## config.mk

```make
export PLATFORM = sky130hd
export DESIGN_NAME = irc_text_format_code_parser
export DESIGN_NICKNAME = d
export VERILOG_FILES = /design/src/design/itfcp_pkg.sv /design/src/design/irc_text_format_code_parser.sv
export VERILOG_INCLUDE_DIRS = /design/src /design/src/design
export SDC_FILE = /design/constraint.sdc
export NUM_CORES = 1
export LEC_CHECK = 0
export BUFFER_PORTS_ARGS = -buffer_cell sky130_fd_sc_hd__clkbuf_2
export CORE_UTILIZATION = 52
export CTS_CLUSTER_DIAMETER = 60
export DETAILED_ROUTE_END_ITERATION = 7
export GPL_TIMING_DRIVEN = 0
export PLACE_DENSITY = 0.88
export SYNTH_ARGS = -nofsm -noshare
export SYNTH_HDL_FRONTEND = slang
export SYNTH_SLANG_ARGS = --single-unit
export TNS_END_PERCENT = 20
```

## constraint.sdc

```tcl
create_clock -name clk_i -period 3.7 [get_ports clk_i]
set_input_delay 0.74 -clock clk_i [delete_from_list [all_inputs] [get_ports clk_i]]
set_output_delay 0.74 -clock clk_i [all_outputs]
set_load 0.005 [all_outputs]
```

## src/design/assert_macros.svh

```systemverilog
// assertion macros for the design files
// no dependencies; define ASSERT_OFF to compile the checks out
`ifndef ASSERT_MACROS_SVH
`define ASSERT_MACROS_SVH

`ifndef ASSERT_OFF
// overlapping implication, checked on the same edge
`define ASSERT_IMPL(lbl, clk, rstn, ante, cons) \
  lbl: assert property (@(posedge clk) disable iff (!rstn) (ante) |-> (cons)) \
    else $error("assertion failed");
// non-overlapping implication, consequent checked on the next edge
`define ASSERT_NEXT(lbl, clk, rstn, ante, cons) \
  lbl: assert property (@(posedge clk) disable iff (!rstn) (ante) |=> (cons)) \
    else $error("assertion failed");
`else
`define ASSERT_IMPL(lbl, clk, rstn, ante, cons)
`define ASSERT_NEXT(lbl, clk, rstn, ante, cons)
`endif

`endif

```

## src/design/itfcp_pkg.sv

```systemverilog
// types and constants for the text format code parser
// no dependencies
package itfcp_pkg;

  localparam int unsigned CP_W = 21;
  localparam int unsigned ACC_W = 7;
  localparam int unsigned COL_W = 4;

  // number of palette entries that a colour index may select
  localparam int unsigned PALETTE_SIZE = 16;
  localparam logic [ACC_W-1:0] PALETTE_LIMIT = ACC_W'(PALETTE_SIZE);

  // control code points
  localparam logic [CP_W-1:0] CP_BOLD      = 21'h02;
  localparam logic [CP_W-1:0] CP_COLOUR    = 21'h03;
  localparam logic [CP_W-1:0] CP_PLAIN     = 21'h0F;
  localparam logic [CP_W-1:0] CP_REVERSE   = 21'h16;
  localparam logic [CP_W-1:0] CP_ITALIC    = 21'h1D;
  localparam logic [CP_W-1:0] CP_UNDERLINE = 21'h1F;
  localparam logic [CP_W-1:0] CP_COMMA     = 21'h2C;
  localparam logic [CP_W-1:0] CP_DIGIT_0   = 21'h30;
  localparam logic [CP_W-1:0] CP_DIGIT_9   = 21'h39;

  typedef struct packed {
    logic [CP_W-1:0] code_point;
    logic            end_of_line;
  } in_word_t;

  typedef struct packed {
    logic             has_char;
    logic [CP_W-1:0]  char_out;
    logic             bold;
    logic             italic;
    logic             underline;
    logic             fore_set;
    logic [COL_W-1:0] fore_index;
    logic             back_set;
    logic [COL_W-1:0] back_index;
    logic             line_done;
  } out_word_t;

endpackage

```

## src/design/irc_text_format_code_parser.sv

```systemverilog
// top level of the chat text format code parser: attribute state and result register
// depends on itfcp_pkg and assert_macros.svh
//
//   channel | direction | handshake                 | payload
//   in      | input     | in_valid_i / in_ready_o   | in_data_i  (in_word_t)
//   out     | output    | out_valid_o / out_ready_i | out_data_o (out_word_t)
//
// one code point per cycle while not stalled; its result, if any, shows the next cycle
// the rate is set by the attribute update, a single pass between state and output register
// input is taken whenever the output register is empty or being drained the same cycle
// a stalled output holds the input off; items without a result still wait for that slot
// reset clears all attributes, colours and the colour code phase
`include "assert_macros.svh"

module irc_text_format_code_parser
  import itfcp_pkg::*;
(
  input  logic      clk_i,
  input  logic      rst_ni,
  input  logic      in_valid_i,
  output logic      in_ready_o,
  input  in_word_t  in_data_i,
  output logic      out_valid_o,
  input  logic      out_ready_i,
  output out_word_t out_data_o
);

  // colour code phase
  localparam logic [2:0] PH_IDLE = 3'd0;
  localparam logic [2:0] PH_FG0  = 3'd1;
  localparam logic [2:0] PH_FG1  = 3'd2;
  localparam logic [2:0] PH_FG2  = 3'd3;
  localparam logic [2:0] PH_BG0  = 3'd4;
  localparam logic [2:0] PH_BG1  = 3'd5;

  logic             bold_q, bold_d;
  logic             italic_q, italic_d;
  logic             underline_q, underline_d;
  logic             fore_valid_q, fore_valid_d;
  logic [COL_W-1:0] fore_colour_q, fore_colour_d;
  logic             back_valid_q, back_valid_d;
  logic [COL_W-1:0] back_colour_q, back_colour_d;
  logic [2:0]       phase_q, phase_d;
  logic [ACC_W-1:0] fore_accum_q, fore_accum_d;
  logic [ACC_W-1:0] back_accum_q, back_accum_d;

  logic      out_valid_q;
  out_word_t out_data_q;

  logic            in_fire;
  logic [CP_W-1:0] cp;
  logic            eol;
  logic            digit;
  logic [3:0]      dval;
  logic            consumed;
  logic            emit;
  out_word_t       res;

  assign in_ready_o = !out_valid_q || out_ready_i;
  assign in_fire    = in_valid_i && in_ready_o;
  assign cp         = in_data_i.code_point;
  assign eol        = in_data_i.end_of_line;

  // next attribute state and result for the word at the input
  always_comb begin
    bold_d        = bold_q;
    italic_d      = italic_q;
    underline_d   = underline_q;
    fore_valid_d  = fore_valid_q;
    fore_colour_d = fore_colour_q;
    back_valid_d  = back_valid_q;
    back_colour_d = back_colour_q;
    phase_d       = phase_q;
    fore_accum_d  = fore_accum_q;
    back_accum_d  = back_accum_q;
    consumed      = 1'b0;
    emit          = 1'b0;
    digit         = cp inside {[CP_DIGIT_0:CP_DIGIT_9]};
    dval          = digit ? cp[3:0] : 4'd0;

    // colour code digits and comma
    case (phase_q)
      PH_FG0, PH_FG1, PH_FG2: begin
        if (digit && phase_q != PH_FG2) begin
          if (phase_q == PH_FG0) begin
            fore_accum_d = {3'b000, dval};
          end else begin
            fore_accum_d = ACC_W'((fore_accum_q << 3) + (fore_accum_q << 1)
                                  + {3'b000, dval});
          end
          phase_d  = phase_q + 3'd1;
          consumed = 1'b1;
        end else begin
          if (phase_q != PH_FG0 && fore_accum_d < PALETTE_LIMIT) begin
            fore_valid_d  = 1'b1;
            fore_colour_d = fore_accum_d[COL_W-1:0];
          end
          if (cp == CP_COMMA) begin
            phase_d      = PH_BG0;
            back_accum_d = '0;
            consumed     = 1'b1;
          end else begin
            phase_d = PH_IDLE;
          end
        end
      end
      PH_BG0: begin
        if (digit) begin
          back_accum_d = {3'b000, dval};
          phase_d      = PH_BG1;
          consumed     = 1'b1;
        end else begin
          phase_d = PH_IDLE;
        end
      end
      PH_BG1: begin
        if (digit) begin
          back_accum_d = ACC_W'((back_accum_q << 3) + (back_accum_q << 1)
                                + {3'b000, dval});
          consumed     = 1'b1;
        end
        if (back_accum_d < PALETTE_LIMIT) begin
          back_valid_d  = 1'b1;
          back_colour_d = back_accum_d[COL_W-1:0];
        end
        phase_d = PH_IDLE;
      end
      default: begin
        phase_d = PH_IDLE;
      end
    endcase

    // control codes and printable characters
    if (!consumed) begin
      case (cp)
        CP_BOLD:      bold_d = !bold_d;
        CP_COLOUR: begin
          phase_d      = PH_FG0;
          fore_accum_d = '0;
        end
        CP_PLAIN: begin
          bold_d       = 1'b0;
          italic_d     = 1'b0;
          underline_d  = 1'b0;
          fore_valid_d = 1'b0;
          back_valid_d = 1'b0;
        end
        CP_REVERSE:   ;
        CP_ITALIC:    italic_d = !italic_d;
        CP_UNDERLINE: underline_d = !underline_d;
        default:      emit = 1'b1;
      endcase
    end

    // a colour code cut off by the line end still takes effect
    if (eol) begin
      if ((phase_d == PH_FG1 || phase_d == PH_FG2) && fore_accum_d < PALETTE_LIMIT) begin
        fore_valid_d  = 1'b1;
        fore_colour_d = fore_accum_d[COL_W-1:0];
      end else if (phase_d == PH_BG1 && back_accum_d < PALETTE_LIMIT) begin
        back_valid_d  = 1'b1;
        back_colour_d = back_accum_d[COL_W-1:0];
      end
      phase_d = PH_IDLE;
    end

    // result word from the updated attributes
    res.has_char   = emit;
    res.char_out   = emit ? cp : '0;
    res.bold       = bold_d;
    res.italic     = italic_d;
    res.underline  = underline_d;
    res.fore_set   = fore_valid_d;
    res.fore_index = fore_colour_d;
    res.back_set   = back_valid_d;
    res.back_index = back_colour_d;
    res.line_done  = eol;

    // everything starts over after the line end
    if (eol) begin
      bold_d        = 1'b0;
      italic_d      = 1'b0;
      underline_d   = 1'b0;
      fore_valid_d  = 1'b0;
      fore_colour_d = '0;
      back_valid_d  = 1'b0;
      back_colour_d = '0;
      phase_d       = PH_IDLE;
      fore_accum_d  = '0;
      back_accum_d  = '0;
    end
  end

  // attribute state
  always_ff @(posedge clk_i or negedge rst_ni) begin
    if (!rst_ni) begin
      bold_q        <= 1'b0;
      italic_q      <= 1'b0;
      underline_q   <= 1'b0;
      fore_valid_q  <= 1'b0;
      fore_colour_q <= '0;
      back_valid_q  <= 1'b0;
      back_colour_q <= '0;
      phase_q       <= PH_IDLE;
      fore_accum_q  <= '0;
      back_accum_q  <= '0;
    end else if (in_fire) begin
      bold_q        <= bold_d;
      italic_q      <= italic_d;
      underline_q   <= underline_d;
      fore_valid_q  <= fore_valid_d;
      fore_colour_q <= fore_colour_d;
      back_valid_q  <= back_valid_d;
      back_colour_q <= back_colour_d;
      phase_q       <= phase_d;
      fore_accum_q  <= fore_accum_d;
      back_accum_q  <= back_accum_d;
    end
  end

  // output register valid
  always_ff @(posedge clk_i or negedge rst_ni) begin
    if (!rst_ni) begin
      out_valid_q <= 1'b0;
    end else if (in_fire && (emit || eol)) begin
      out_valid_q <= 1'b1;
    end else if (out_ready_i) begin
      out_valid_q <= 1'b0;
    end
  end

  // output register payload
  always_ff @(posedge clk_i) begin
    if (in_fire && (emit || eol)) begin
      out_data_q <= res;
    end
  end

  assign out_valid_o = out_valid_q;
  assign out_data_o  = out_data_q;

  // checks
  `ASSERT_NEXT(a_word_emits, clk_i, rst_ni, in_fire && (emit || eol), out_valid_q)
  `ASSERT_NEXT(a_line_clears, clk_i, rst_ni, in_fire && eol,
               phase_q == PH_IDLE && !bold_q && !italic_q && !underline_q &&
               !fore_valid_q && !back_valid_q)
  `ASSERT_IMPL(a_empty_is_line_end, clk_i, rst_ni, out_valid_q && !out_data_q.has_char,
               out_data_q.line_done && out_data_q.char_out == '0)

endmodule
```

* After elaboration in Yosys (flattened, before gate mapping)
Index checks and enable logic that the tools add are counted.
Widths: inputs -> output; s select.
** Word-level totals
- Bits in registers :: 67
- Latch bits :: 0
- RAM bits :: 0
- Bits in read-only memories :: 0
- Input port bits :: 26
- Memories :: 0
** Cells by class
- Add/sub/neg operators :: 5
- Multipliers :: 0
- Divide/modulo/power cells :: 0
- Magnitude comparators :: 6
- Eq/ne operators :: 17
- Shift operators :: 0
- Muxes and demuxes :: 66
- Bitwise logic cells :: 0
- Reduce and logical (&&, ||, !) cells :: 18
** Operator list (count)
- $mux 7 :: 12
- $eq 21x5->1 const B :: 3
- $mux 4 :: 13
- $eq 21x2->1 const B :: 2
- $mux 1 :: 29
- $lt 7x5->1 const B :: 4
- $eq 21x4->1 const B :: 1
- $eq 21x6->1 const B :: 1
- $ge 21x6->1 const B :: 1
- $le 21x6->1 const B :: 1
- $pmux 7 s3 :: 1
- $mux 3 :: 6
- $add 7x4->7 :: 2
- $add 7x7->7 :: 2
- $eq 3x2->1 const B :: 4
- $eq 3x3->1 const B :: 3
- $pmux 1 s2 :: 4
- $logic_and 1x1->1 :: 7
- $pmux 3 s2 :: 1
- $reduce_or 6->1 :: 1
- $logic_not 1->1 :: 4
- $add 3x1->3 const B :: 1
- $eq 3x1->1 const B :: 1
- $logic_or 1x1->1 :: 3
- 5 further kinds :: 5

* Longest topological paths before layout
- Word-level depth :: 15
- Depth in mapped cells :: 16

* Least setup slack after synthesis
No wires, ideal clock.
- Kind :: input port to flip-flop
- Start point :: in in_data_i[11] (netlist name)
- End point :: reg out_data_q, in the netlist out_data_o[8] (data pin)
- Setup time :: 0.264 ns
- Data arrival time :: 4.232 ns
- Required time :: 3.436 ns
- Slack :: -0.796 ns
- Stages :: 14
- Path buffers :: 2
- Path through :: or4_1 nor4_1 buf_2 nand3_1 xnor2_1 ha_1 fa_1 a21o_1 a21oi_1 xnor2_1 a21boi_0 or4b_4 buf_6 mux2i_1
** RTL lines
- start, declared :: RTL line irc_text_format_code_parser.sv:22 : input in_word_t in_data_i,
- end signal, assigned :: RTL line irc_text_format_code_parser.sv:235 : out_data_q <= res;
- end, declared :: RTL line irc_text_format_code_parser.sv:48 : out_word_t out_data_q;

==> metrics.yaml <==
critical_path:
  max_stage_delay_ps: 580
  reg2reg_to: "out_data_o[34]"
  worst-setup-path-type: "input port to register"
  crit_path_cell_trace: "buf_6, or4_4, nor4_4, and3_4, nand2_4, fa_1, inv_2, fa_2, a21o_1, a21oi_2, xnor2_1, a21boi_1, or4b_4, mux2i_1"
  cp.arrival_ps: 4350
  reg2reg_setup_slack_ps: 20
  slowest_stage: "sky130_fd_sc_hd__or4_4"
  rr_worst_depth: 8
  crit_path_end_kind: "register"
  critical_path.reg2reg.startpoint: "phase_q[0]"
  maximum_fanout_along_the_worst_path: 6
  critical_path.startpoint_type: "input port"
  cp_data_required_time_ps: 3800
drt:
  via_per_inst: 6.044
  routed_wire_length_per_instance_um: 18.03
  ant_nets: 0
  dr.first_iter.drc_count: 260
  routed_wirelength_um: 10710
  first_pass_iteration_count_of_the_detailed_router: 5
  vias: 3590
  drc: 0
final_layout:
  finish.instance_area_um2: 4926
  area_delta_synth_final_pct: 19.81
  fill_cells: 621
  final-instance-count-excl-fill: 594
  regArea_um2: 1857
  antenna_cells: 0
  num-nets-final: 536
  post_route_cells_drive_above_1_share_pct: 26.63
  multi_input_logic_area_um2: 2142
global_route:
  grt_overflow: 0
  antenna_violations_before_repair: 0
  grt_max_degree: 37
  groute.usage.overall_pct: 27.20
  grt_pass1_wl_um: 17170
  vias_in_the_first_global_route: 3372
die:
  floorplan.io_pins: 64
  die_width_um: 90.92
  floorplan.die_area_um2: 8266
  core_region_area_um2: 7687
  die_height_um: 90.92
  rows: 32
  initial_core_util_pct: 53.48
power_and_ir_drop:
  power_mw: 1.664
  cellLeakagePower_nw: 2.199
  irDropWorstVdd_uv: 174.4
  pwr_density_cell_nw_per_um2: 337.9
run_status:
  violations: "negative setup slack"
  outcome: "complete, but fails checks"
sta:
  setup_tns_ps: -6349
  timing.final.ws_setup_ps: -546.6
  tightest_slew_ps: 988.7
  timing_hold_violations_final: 0
  setup-violations-final: 16
  grt_setup_unrepaired: "yes"
  achievable-frequency_mhz: 235.5
  finalMaxSlewViolations: 0
  final_worst_hold_slack_ps: 458.4
  timing.clock.skew_ps: 16.00
  timing.max_slew.rel_slack_pct: 33.93
  final_min_period_over_clock_period_pct: 114.8
  finalCriticalPeriod_ps: 4247
clock_tree:
  clkSlewWorstSetupHoldPaths_ps: 90
  cts_sinks: 67
  clock_tree.root_cell: "sky130_fd_sc_hd__clkbuf_8"
  cts_hold_buf: 0
  clkLatencyLatePin_ps: 370
  tritoncts.num_buffers: 9
  max-clock-path-buffers: 2
  clock_tree.htree_level_count: 3
  cts_tree: "yes"
placement:
  detailed_place.area_um2: 4602
  placed_cells_incl_taps: 570
  last_weighted_congestion_value_of_the_routability_driven_placer: 0.8875
  hpwlAfterDp_um: 7645
  io_buffers: 62
run:
  maxCapViolCount: 0
synthesis:
  synthesis.instances: 406
  synth_nets: 455
  synth_cell_type_count: 59
  synth_top_flop_cell: "sky130_fd_sc_hd__edfxtp_1"
  yosysSeqAreaShare_pct: 45.16
  yosysWarnings: 0
  synth-edff-count: 36
  synth_seq_cells: 67
  synthesis.area_per_instance_um2: 10.13
  post_synth_instance_area_um2: 4111
  synth_async_sr_flop_share_pct: 46.27
min_path:
  min_path_type: "input port to async pin"
-- cells in the mapped netlist (all sizes together), types with 4 or more instances --
cell type	instances	area [um2]
nor2	17	63.81
nand2	45	171.4
mux2i	20	200.2
xor2	4	35.03
buf	5	31.28
or4	5	46.29
nand3	10	50.05
edfxtp	36	1081
fa	4	80.08
nor2b	5	31.28
a21o	6	45.04
a22o	4	35.03
o211ai	4	30.03
and3	4	25.02
nand4	5	31.28
o22ai	7	43.79
nor3	7	35.03
o21ai	34	170.2
ha	19	237.7
a22oi	5	37.54
xnor2	8	70.07
mux2	5	56.30
clkbuf	29	108.9
a21oi	20	100.1
and2	11	68.82
dfrtp	31	775.7
inv	15	56.30
o31ai	5	51.30
-- metrics by stage --
stage                     utilization, %  setup WS (ps)
after CTS                          63.15         -485.6
after global routing               64.08         -652.9
after global placement             59.77          -1216
after detailed placement           59.86          -1242
final                              64.08         -546.6
after floorplan                        -         -580.5
-- cells by family (layout without fill, tap and decap cells) --
logic type	Yosys count	in the layout	share of synthesized area [%]
AOI/OAI and AO/OA	105	105	16.86
xor gates and xnor gates	12	12	2.556
adders and majority gates	23	23	7.730
buffers and inverters	50	136	5.021
DFF	67	67	45.16
muxes	25	25	6.238
and+or+nand+nor	124	124	16.43
-- power by group --
group	switching (mW)	internal, mW
sequential	0.0167	0.829
combinational	0.118	0.0671
clock	0.305	0.328
-- critical path, delay by kind of cell --
| family | cells | cell delay, ps |
|---|---|---|
| buffers and inverters | 2 | 150 |
| adder cells (fa/ha/maj) | 2 | 860 |
| XOR/XNOR | 1 | 170 |
| multiplexers | 1 | 170 |
| AO/OA/AOI/OAI | 3 | 430 |
| AND/OR/NAND/NOR | 5 | 1830 |
-- state kept, by name, summed over array words and instances, names as in the netlist, 3 cells and up --
name / flops
out_data_o: 36
back_accum_q: 7
fore_accum_q: 7
back_colour_q: 4
fore_colour_q: 4
phase_q: 3
-- worst max path at each step --
stage                  start            end  cells after the start
2_1_floorplan  in_data_i[14]  out_data_o[8]                     14
3_3_place_gp   in_data_i[11]  out_data_o[9]                      8
3_5_place_dp    in_data_i[3]  out_data_o[6]                     17
4_1_cts        in_data_i[21]  out_data_o[6]                     14
5_1_grt        in_data_i[21]  out_data_o[6]                     14
6_report       in_data_i[21]  out_data_o[6]                     14
-- placed cells by master, fill, tap and decap left out, types with 5 or more instances in the layout --
cell type,n
sky130_fd_sc_hd__a21o_1,6
sky130_fd_sc_hd__a21oi_1,16
sky130_fd_sc_hd__a22oi_1,5
sky130_fd_sc_hd__and2_1,11
sky130_fd_sc_hd__buf_4,12
sky130_fd_sc_hd__clkbuf_1,26
sky130_fd_sc_hd__clkbuf_2,61
sky130_fd_sc_hd__clkbuf_8,10
sky130_fd_sc_hd__dfrtp_1,31
sky130_fd_sc_hd__edfxtp_1,36
sky130_fd_sc_hd__ha_1,17
sky130_fd_sc_hd__inv_1,13
sky130_fd_sc_hd__mux2_2,5
sky130_fd_sc_hd__mux2i_1,20
sky130_fd_sc_hd__nand2_1,43
sky130_fd_sc_hd__nand3_1,9
sky130_fd_sc_hd__nand4_1,5
sky130_fd_sc_hd__nor2_1,16
sky130_fd_sc_hd__nor2b_1,5
sky130_fd_sc_hd__nor3_1,7
sky130_fd_sc_hd__o21ai_0,31
sky130_fd_sc_hd__o22ai_1,7
sky130_fd_sc_hd__xnor2_1,8
-- routing by layer --
metal / up-vias / global-route usage, % / part of all wire, %
met5: - / 0 / 0
met3: 44 / 4.966 / 8.4
met4: 0 / 15.61 / 3.9
met2: 220 / 43.69 / 47
met1: 1687 / 34.52 / 40
li1: 1639 / - / -
-- area by class of cell --
class | count | area share (%)
Sequential cell | 67 | 37.69
Tap cell | 102 | 2.591
Timing Repair Buffer | 73 | 8.103
Clock buffer | 10 | 2.794
Multi-Input combinational cell | 289 | 43.48
Clock inverter | 6 | 1.321
Inverter | 15 | 1.143
Buffer | 32 | 2.870
-- repair_timing --
action	4_1_cts	5_1_grt
pin swaps	9	5
resized for setup	13	3
buffers inserted	4	7
endpoints found under the setup margin	21	55
(Power assumes the default switching activity.)
